### src/rtl/isg3_pkg.sv
// Shared types, sizes and index tables for the 3-D shape-gradient block.
// Used by isg3_ctrl, isg3_dp, isg3_div and the top level; depends on nothing.
package isg3_pkg;

  localparam int MAX_NODES   = 8;
  localparam int NODE_W      = $clog2(MAX_NODES + 1);
  localparam int NIDX_W      = $clog2(MAX_NODES);
  localparam int DIV_BITS    = 48;
  localparam int DIV_CNT_W   = $clog2(DIV_BITS);
  localparam int JAC_STEPS   = 9;
  localparam int COF_STEPS   = 18;
  localparam int DET_STEPS   = 3;
  localparam int OUT_STEPS   = 9;
  localparam int INV_ENTRIES = 9;

  typedef enum logic [1:0] {OP_JAC, OP_COF, OP_DET, OP_OUT} mul_op_t;

  typedef struct packed {
    logic              in_take;
    logic              store_en;
    logic              mul_en;
    mul_op_t           op;
    logic [4:0]        step;
    logic [NIDX_W-1:0] row;
    logic              sat_clear;
    logic              div_start;
    logic [3:0]        div_idx;
    logic              out_load;
    logic              singular;
    logic              last_result;
    logic [2:0]        node_index;
  } dp_cmd_t;

  typedef struct packed {
    logic det_zero;
    logic div_done;
    logic out_busy;
  } dp_stat_t;

  // Clamp a wide signed value to Q16.16 range.
  function automatic logic signed [31:0] sat32(input logic signed [63:0] v);
    logic signed [31:0] r;
    if (v > 64'sh0000_0000_7FFF_FFFF) r = 32'sh7FFF_FFFF;
    else if (v < -64'sh0000_0000_8000_0000) r = -32'sh8000_0000;
    else r = v[31:0];
    return r;
  endfunction

  // Row of a flat 3x3 index.
  function automatic logic [1:0] div3(input logic [3:0] s);
    logic [1:0] r;
    case (s)
      4'd0, 4'd1, 4'd2: r = 2'd0;
      4'd3, 4'd4, 4'd5: r = 2'd1;
      4'd6, 4'd7, 4'd8: r = 2'd2;
      default:          r = 2'd0;
    endcase
    return r;
  endfunction

  // Column of a flat 3x3 index.
  function automatic logic [1:0] mod3(input logic [3:0] s);
    logic [1:0] r;
    case (s)
      4'd0, 4'd3, 4'd6: r = 2'd0;
      4'd1, 4'd4, 4'd7: r = 2'd1;
      4'd2, 4'd5, 4'd8: r = 2'd2;
      default:          r = 2'd0;
    endcase
    return r;
  endfunction

  function automatic logic [1:0] inc3(input logic [1:0] x, input logic [1:0] d);
    logic [2:0] t;
    t = {1'b0, x} + {1'b0, d};
    if (t >= 3'd3) t = t - 3'd3;
    return t[1:0];
  endfunction

  function automatic logic [3:0] flat(input logic [1:0] r, input logic [1:0] k);
    return {r, 2'b00} - {2'b00, r} + {2'b00, k};
  endfunction

  // Transposed flat index.
  function automatic logic [3:0] tr9(input logic [3:0] s);
    return flat(mod3(s), div3(s));
  endfunction

  // Operands of the cofactor products: h selects the subtracted term.
  function automatic logic [3:0] cof_ia(input logic [3:0] e, input logic h);
    logic [1:0] r1, k1, k2;
    r1 = inc3(div3(e), 2'd1);
    k1 = inc3(mod3(e), 2'd1);
    k2 = inc3(mod3(e), 2'd2);
    return h ? flat(r1, k2) : flat(r1, k1);
  endfunction

  function automatic logic [3:0] cof_ib(input logic [3:0] e, input logic h);
    logic [1:0] r2, k1, k2;
    r2 = inc3(div3(e), 2'd2);
    k1 = inc3(mod3(e), 2'd1);
    k2 = inc3(mod3(e), 2'd2);
    return h ? flat(r2, k1) : flat(r2, k2);
  endfunction

endpackage

### src/rtl/isg3_ctrl.sv
// Controller: sequences node loading, inversion and per-node result emission.
// Depends on isg3_pkg; commands isg3_dp through dp_cmd_t.
module isg3_ctrl (
  input  logic                clk,
  input  logic                rst,
  input  logic                in_valid,
  input  logic                last_node,
  output logic                in_stall,
  input  isg3_pkg::dp_stat_t  stat,
  output isg3_pkg::dp_cmd_t   cmd
);

  typedef enum logic [3:0] {
    S_IDLE, S_LOAD, S_SAT, S_COF, S_DET, S_CHECK,
    S_INV_START, S_INV_WAIT, S_OUT, S_EMIT
  } state_t;

  state_t                      state;
  logic [isg3_pkg::NODE_W-1:0] node_count;
  logic [isg3_pkg::NODE_W-1:0] p;
  logic [4:0]                  step;
  logic                        last_q;
  logic                        sing;
  logic                        has_room;
  logic                        is_last_out;

  assign has_room    = node_count < isg3_pkg::NODE_W'(isg3_pkg::MAX_NODES);
  assign is_last_out = (p == node_count - 1'b1);
  assign in_stall    = (state != S_IDLE);

  // Commands for the datapath
  always_comb begin
    cmd = '0;
    cmd.op = isg3_pkg::OP_JAC;
    cmd.step = step;
    cmd.row = p[isg3_pkg::NIDX_W-1:0];
    unique case (state)
      S_IDLE: begin
        cmd.in_take  = in_valid;
        cmd.store_en = in_valid && has_room;
        cmd.row      = node_count[isg3_pkg::NIDX_W-1:0];
      end
      S_LOAD: begin
        cmd.mul_en = step < 5'(isg3_pkg::JAC_STEPS);
        cmd.op     = isg3_pkg::OP_JAC;
      end
      S_SAT: cmd.sat_clear = 1'b1;
      S_COF: begin
        cmd.mul_en = step < 5'(isg3_pkg::COF_STEPS);
        cmd.op     = isg3_pkg::OP_COF;
      end
      S_DET: begin
        cmd.mul_en = step < 5'(isg3_pkg::DET_STEPS);
        cmd.op     = isg3_pkg::OP_DET;
      end
      S_CHECK: ;
      S_INV_START: begin
        cmd.div_start = 1'b1;
        cmd.div_idx   = step[3:0];
      end
      S_INV_WAIT: ;
      S_OUT: begin
        cmd.mul_en = step < 5'(isg3_pkg::OUT_STEPS);
        cmd.op     = isg3_pkg::OP_OUT;
      end
      S_EMIT: begin
        cmd.out_load    = !stat.out_busy;
        cmd.singular    = sing;
        cmd.last_result = is_last_out;
        cmd.node_index  = p[2:0];
      end
      default: ;
    endcase
  end

  // State and counters
  always_ff @(posedge clk) begin
    if (rst) begin
      state      <= S_IDLE;
      node_count <= '0;
      p          <= '0;
      step       <= '0;
      last_q     <= 1'b0;
      sing       <= 1'b0;
    end else begin
      unique case (state)
        S_IDLE: begin
          if (in_valid) begin
            last_q <= last_node;
            step   <= '0;
            if (has_room) begin
              node_count <= node_count + 1'b1;
              state      <= S_LOAD;
            end else if (last_node) begin
              state <= S_SAT;
            end
          end
        end
        S_LOAD: begin
          if (step == 5'(isg3_pkg::JAC_STEPS)) begin
            step  <= '0;
            state <= last_q ? S_SAT : S_IDLE;
          end else begin
            step <= step + 1'b1;
          end
        end
        S_SAT: begin
          step  <= '0;
          state <= S_COF;
        end
        S_COF: begin
          if (step == 5'(isg3_pkg::COF_STEPS)) begin
            step  <= '0;
            state <= S_DET;
          end else begin
            step <= step + 1'b1;
          end
        end
        S_DET: begin
          if (step == 5'(isg3_pkg::DET_STEPS)) begin
            step  <= '0;
            state <= S_CHECK;
          end else begin
            step <= step + 1'b1;
          end
        end
        S_CHECK: begin
          sing <= stat.det_zero;
          step <= '0;
          p    <= '0;
          state <= stat.det_zero ? S_OUT : S_INV_START;
        end
        S_INV_START: state <= S_INV_WAIT;
        S_INV_WAIT: begin
          if (stat.div_done) begin
            if (step == 5'(isg3_pkg::INV_ENTRIES - 1)) begin
              step  <= '0;
              state <= S_OUT;
            end else begin
              step  <= step + 1'b1;
              state <= S_INV_START;
            end
          end
        end
        S_OUT: begin
          if (step == 5'(isg3_pkg::OUT_STEPS)) begin
            step  <= '0;
            state <= S_EMIT;
          end else begin
            step <= step + 1'b1;
          end
        end
        S_EMIT: begin
          if (!stat.out_busy) begin
            if (is_last_out) begin
              node_count <= '0;
              p          <= '0;
              state      <= S_IDLE;
            end else begin
              p     <= p + 1'b1;
              state <= S_OUT;
            end
          end
        end
        default: state <= S_IDLE;
      endcase
    end
  end

endmodule

### config.mk
export PLATFORM = sky130hd
export DESIGN_NAME = isg3_ctrl
export DESIGN_NICKNAME = d
export VERILOG_FILES = /design/src/rtl/isg3_pkg.sv /design/src/rtl/isg3_ctrl.sv
export SDC_FILE = /design/constraint.sdc
export NUM_CORES = 1
export LEC_CHECK = 0
export BUFFER_PORTS_ARGS = -buffer_cell sky130_fd_sc_hd__clkbuf_2
export CAP_MARGIN = 30
export CORE_MARGIN = 2
export CORE_UTILIZATION = 59
export DETAILED_ROUTE_END_ITERATION = 12
export HOLD_SLACK_MARGIN = 0.1
export PLACE_DENSITY = 0.85
export SLEW_MARGIN = 25
export SYNTH_ARGS = -nofsm -noshare
export SYNTH_HDL_FRONTEND = slang
export SYNTH_SLANG_ARGS = --single-unit
### constraint.sdc
create_clock -name clk -period 2.6 [get_ports clk]
set_input_delay 0.39 -clock clk [delete_from_list [all_inputs] [get_ports clk]]
set_output_delay 0.39 -clock clk [all_outputs]
set_load 0.005 [all_outputs]
==> flow_summary.yaml, run 1 <==
yosys:
  ys_seq_area_share_pct: 23.3
  syn_nets: 220
  synth_edf_count: 0
  async_flop_share_pct: 0
  syn_area_mm2: 0.00163
  synth_cell_type_count: 50
  postSynthAreaPerCell_um2: 7.91
  ys_seq_elements: 19
  netlist_instances: 206
  yosys_warnings: 0
  yosys_most_used_dff: "dfxtp_1"
finish:
  diodes: 0
  layout_commonest_cell: "clkbuf_2"
  fin_nets: 251
  final_cell_mix: "clkbuf_2 (32), nor2_1 (27), dfxtp_1 (19)"
  finish.utilization_pct: 68.5
  synthToLayoutAreaGrowth_pct: 12.9
  drive_gt1_share_pct: 24.2
sta:
  slew_viol_final: 0
  skew_ns: 0.00861
  fin_crit_ns: 2.38
  post-route-period-util_pct: 91.7
  rsz0062_at_grt: "false"
  setup-violations-final: 0
  fmax_mhz: 420
  hold_violations: 0
  slew_headroom_pct: 64.1
  tightest_slew_ns: 0.538
  tns_ns: 0
routing:
  wl_met2_mm: 1.65
  drc: 0
  vias_per_cell: 5.84
  vias: 1559
  wl_met3_um: 232
  ant_nets: 0
  highest_layer: "met4"
  first_iter_violations: 91
  drt-met1-wl_mm: 1.80
  wl_per_cell_um: 14.1
  dr.pass1.iters: 4
  drt_wl_total_mm: 3.75
clock_network:
  clockRootBuffer: "clkbuf_4"
  ctsResizeCount: 0
  postCtsSetupBuffers: 0
  htreeDepth: 1
  cts_buffers: 3
  ctsHoldBuffers: 0
  clock_sinks: 19
  cts_buffer_depth: 2
  clkSlewWorstSetupHoldPaths_ns: 0.13
  clock_latency_ns: 0.32
  cts_tree: "done"
worst_setup_path:
  cp.arrival_ns: 1.99
  path_max_fanout: 8
  path_class: "flip-flop to primary output"
  critPathRequiredTime_ns: 2.21
  end_kind: "primary output"
  start_kind: "flip-flop"
floorplanning:
  die_x_um: 56.6
  start_util_pct: 60.7
  std_cell_rows: 19
  die-area_mm2: 0.00320
  core_area_mm2: 0.00269
  die_h_um: 56.6
  io_pins: 33
global_route:
  grt_max_degree: 17
  grt_pass1_vias: 1281
  grt_overflow: 0
  antenna_found_initial: 0
  grt_pass1_wl_mm: 5.96
  grt_util_all_layers_pct: 23.3
power:
  power_per_cell_area_mw_per_mm2: 787
  p_leak_nw: 0.794
  ir_worst_vdd_mv: 0.566
run:
  maxCapViolCount: 0
place:
  dp_hpwl_mm: 2.81
  port_buffers: 32
  gp_congestion: 0.867
min_path:
  hp-class: "input pin to flip-flop"
status:
  status: "complete, no violations"
final timing paths:
check	start	to	slack, ns	depth (start not counted)
min	last_node	last_q	0.34	3
max	node_count[0]	cmd[3]	0.22	7
max reg2reg	state[3]	state[0]	0.47	5
min reg2reg	last_q	last_q	0.53	2
per-layer routing:
metal,vias to the layer above,GRT usage [%]
met3,7,3.00
met4,0,9.18
li1,795,-
met5,-,0
met2,57,35.2
met1,700,33.5
state kept, by name, summed over array words and instances (netlist names):
register and flops:
step 5, sing 1, last_q 1, state 4, node_count 4, p 4
synthesized netlist by cell type (2+ instances only):
cell type / n / share of area [%]
clkbuf_1: 8 / 1.8
a31oi_1: 3 / 1.2
nor3b_1: 2 / 0.92
buf_2: 3 / 0.92
a21oi_1: 14 / 4.3
o21a_1: 2 / 0.92
a21o_1: 2 / 0.92
nand4bb_1: 2 / 1.4
inv_1: 8 / 1.8
dfxtp_1: 19 / 23
xnor2_1: 5 / 2.7
and2_1: 7 / 2.7
buf_6: 3 / 2.1
mux2i_1: 6 / 3.7
nand3_1: 3 / 0.92
ha_1: 7 / 5.4
nor4bb_1: 2 / 1.2
a32o_2: 2 / 1.4
nor2b_1: 5 / 1.9
o21ai_0: 5 / 1.5
nand2b_1: 2 / 0.77
nor2_1: 27 / 6.2
nand2_1: 15 / 3.5
o21ai_1: 2 / 0.61
nand4b_1: 2 / 1.1
xor2_1: 8 / 4.3
nor4_4: 2 / 2.6
or4_1: 2 / 0.92
mux2_2: 3 / 2.1
nor3_1: 8 / 2.5
nor4b_1: 2 / 1.1
nand4_1: 4 / 1.5
and3_1: 2 / 0.77
a311oi_1: 3 / 1.6
power breakdown:
part | switching, mW | internal, mW | total, mW
logic | 0.462 | 0.391 | 0.853
registers | 0.0946 | 0.332 | 0.427
clock network | 0.108 | 0.0589 | 0.167
critical path: stages, from the launching register on:
cell,delay (ns)
dfxtp_1,0.49
inv_1,0.08
ha_1,0.21
xor2_1,0.18
xnor2_1,0.14
nand4_1,0.27
nor2_1,0.17
clkbuf_2,0.13
stage by stage:
step | total power [mW] | cell area (µm²) | hold WS, ns | cells | worst slack [ns]
floorplan | 1.05 | 1630 | 0.455 | 206 | 0.761
global placement | 1.25 | 1810 | 0.471 | 263 | 0.613
detailed placement | 1.28 | 1810 | 0.507 | 263 | 0.486
CTS | 1.45 | 1840 | 0.330 | 267 | 0.226
global route | 1.57 | 1840 | 0.336 | 267 | 0.104
finish | 1.45 | 1840 | 0.338 | 267 | 0.217
logic make-up after synthesis:
group,count (synthesis),synth area share (%)
and+or+nand+nor,96,34.7
AOI/OAI and AO/OA,40,17.2
buffers and inverters,22,6.68
DFF,19,23.3
xor gates and xnor gates,13,6.98
muxes,9,5.76
adders and majority gates,7,5.37
layout make-up:
class | instances | area (µm²)
clock inverters | 1 | 7.51
multi-input cells | 165 | 1140
clock buffers | 3 | 22.5
well taps | 31 | 38.8
repair buffers | 40 | 220
flip-flops and latches | 19 | 380
fillers | 255 | 846
inverters | 8 | 30.0
Note: power is estimated with default switching activity, not from simulation.
==> inputs of run 2 (changes only) <==
--- a/config.mk
+++ b/config.mk
@@ -12,6 +12,7 @@
 export DETAILED_ROUTE_END_ITERATION = 12
 export HOLD_SLACK_MARGIN = 0.1
 export PLACE_DENSITY = 0.85
+export REMOVE_ABC_BUFFERS = 1
 export SLEW_MARGIN = 25
 export SYNTH_ARGS = -nofsm -noshare
 export SYNTH_HDL_FRONTEND = slang
==> run 2 against run 1 <==
Net effect:
- worst setup slack better by 0.011 ns
- clock power is 4% lower
- non-clock buffer count is 1 lower
- sequential cell count stayed put
- combinational power is 2% lower
- routed wire length is 1.3% higher
- via count is 4.2% higher
- worst hold slack worse by 0.0090 ns
- sequential share of layout area is 0.085 points higher
- sequential power hardly changed
- final area is 0.41% lower
- maximum frequency is 0.44% higher
- largest cell class unchanged
==> flow_summary.yaml, run 2 (synthesis gave the netlist of run 1 again) <==
sta:
  slew_viol_final: 0
  rsz0062_at_grt: "false"
  slew_headroom_pct: 63.5
  hold_violations: 0
  tns_ns: 0
  fmax_mhz: 421
  setup-violations-final: 0
  fin_crit_ns: 2.37
  tightest_slew_ns: 0.546
  skew_ns: 0.00502
  post-route-period-util_pct: 91.3
global_route:
  grt_overflow: 0
  antenna_found_initial: 0
  grt_max_degree: 18
  grt_util_all_layers_pct: 24.7
  grt_pass1_vias: 1336
  grt_pass1_wl_mm: 6.29
worst_setup_path:
  cp.arrival_ns: 1.98
  start_kind: "flip-flop"
  path_class: "flip-flop to primary output"
  critPathRequiredTime_ns: 2.21
  path_max_fanout: 14
  end_kind: "primary output"
routing:
  vias_per_cell: 6.11
  first_iter_violations: 60
  vias: 1624
  drt_wl_total_mm: 3.80
  drc: 0
  dr.pass1.iters: 6
  wl_per_cell_um: 14.3
  ant_nets: 0
finish:
  synthToLayoutAreaGrowth_pct: 12.4
  register_area_um2: 380
  multi_input_area_mm2: 0.00114
  regMostFlops: "step"
  layout_commonest_cell: "clkbuf_2"
  largest_reg_flops: 5
  diodes: 0
  fin_nets: 250
  drive_gt1_share_pct: 24.3
  layout.cells.non_filler: 266
  fillers: 239
  final_cell_mix: "clkbuf_2 (32), nor2_1 (27), dfxtp_1 (19)"
floorplanning:
  die-area_mm2: 0.00320
  std_cell_rows: 19
  die_x_um: 56.6
  die_h_um: 56.6
  io_pins: 33
  start_util_pct: 60.7
  core_area_mm2: 0.00269
clock_network:
  ctsHoldBuffers: 0
  clock_latency_ns: 0.31
  cts_buffers: 3
  cts_tree: "done"
  clockRootBuffer: "clkbuf_4"
  clkSlewWorstSetupHoldPaths_ns: 0.12
  clock_sinks: 19
  cts_buffer_depth: 2
  htreeDepth: 1
status:
  status: "complete, no violations"
run:
  maxCapViolCount: 0
place:
  dp_hpwl_mm: 2.91
  port_buffers: 32
  gp_congestion: 0.923
  dp.cells: 262
power:
  p_leak_nw: 0.792
  ir_worst_vdd_mv: 0.635
  power_per_cell_area_mw_per_mm2: 779
min_path:
  hp-class: "input pin to flip-flop"
[run 2: changes by cell type in the layout (fill, tap and decap cells not counted), sizes merged]
| cell | before | now |
|---|---|---|
| buf | 8 | 7 |
| clkinv | 0 | 1 |
| clkinvlp | 1 | 0 |
[run 2: power breakdown]
group          switching, mW  internal, mW  total, mW
clock                  0.103        0.0576      0.161
sequential            0.0966         0.332      0.429
combinational          0.452         0.387      0.838
total                  0.652         0.776       1.43
[run 2: worst max-delay path, stage by stage (launching register included)]
cell and delay (ns):
dfxtp_1 0.61, or4b_1 0.57, o22ai_1 0.18, a21oi_1 0.08
a21oi_1 0.11, clkbuf_2 0.12
[run 2: final cells by class]
type / instances / share of cell area (%)
multi-input cells: 165 / 62.4
flip-flops and latches: 19 / 20.8
repair buffers: 39 / 11.6
well taps: 31 / 2.12
inverters: 8 / 1.64
clock buffers: 3 / 1.23
clock inverters: 1 / 0.273
[run 2: path summary, 6_finish.rpt]
check	start	to	slack, ns	depth (start not counted)
setup reg to reg	state[3]	state[1]	0.53	5
hold reg to reg	sing	sing	0.50	2
setup / recovery	state[2]	cmd[22]	0.23	5
hold / removal	last_node	last_q	0.33	3
[run 2: per-layer routing]
layer  up-vias  GRT usage (%)  wire (µm)  part of all wire (%)
met5         -              0          0                     0
met4         0           8.84         68                   1.8
met3         7           3.46        241                   6.3
met2        59           36.4       1720                    45
met1       762           36.4       1780                    47
li1        796              -          -                     -
[run 2: per-stage QoR]
step / setup slack, ns / hold WS, ns / power (mW) / cell area (µm²) / util (%)
floorplan: 0.489 / 0.455 / 1.01 / 1550 / -
global placement: 0.596 / 0.467 / 1.25 / 1800 / 67.1
detailed placement: 0.537 / 0.485 / 1.27 / 1800 / 67.1
CTS: 0.168 / 0.333 / 1.43 / 1830 / 68.1
global route: 0.0912 / 0.389 / 1.54 / 1830 / 68.2
finish: 0.227 / 0.329 / 1.43 / 1830 / 68.2
[run 2: repair_timing]
item                       CTS  global route
resized for setup            0             1
hold endpoints to repair     0             0
setup endpoints to repair    0             1
setup buffers                0             0
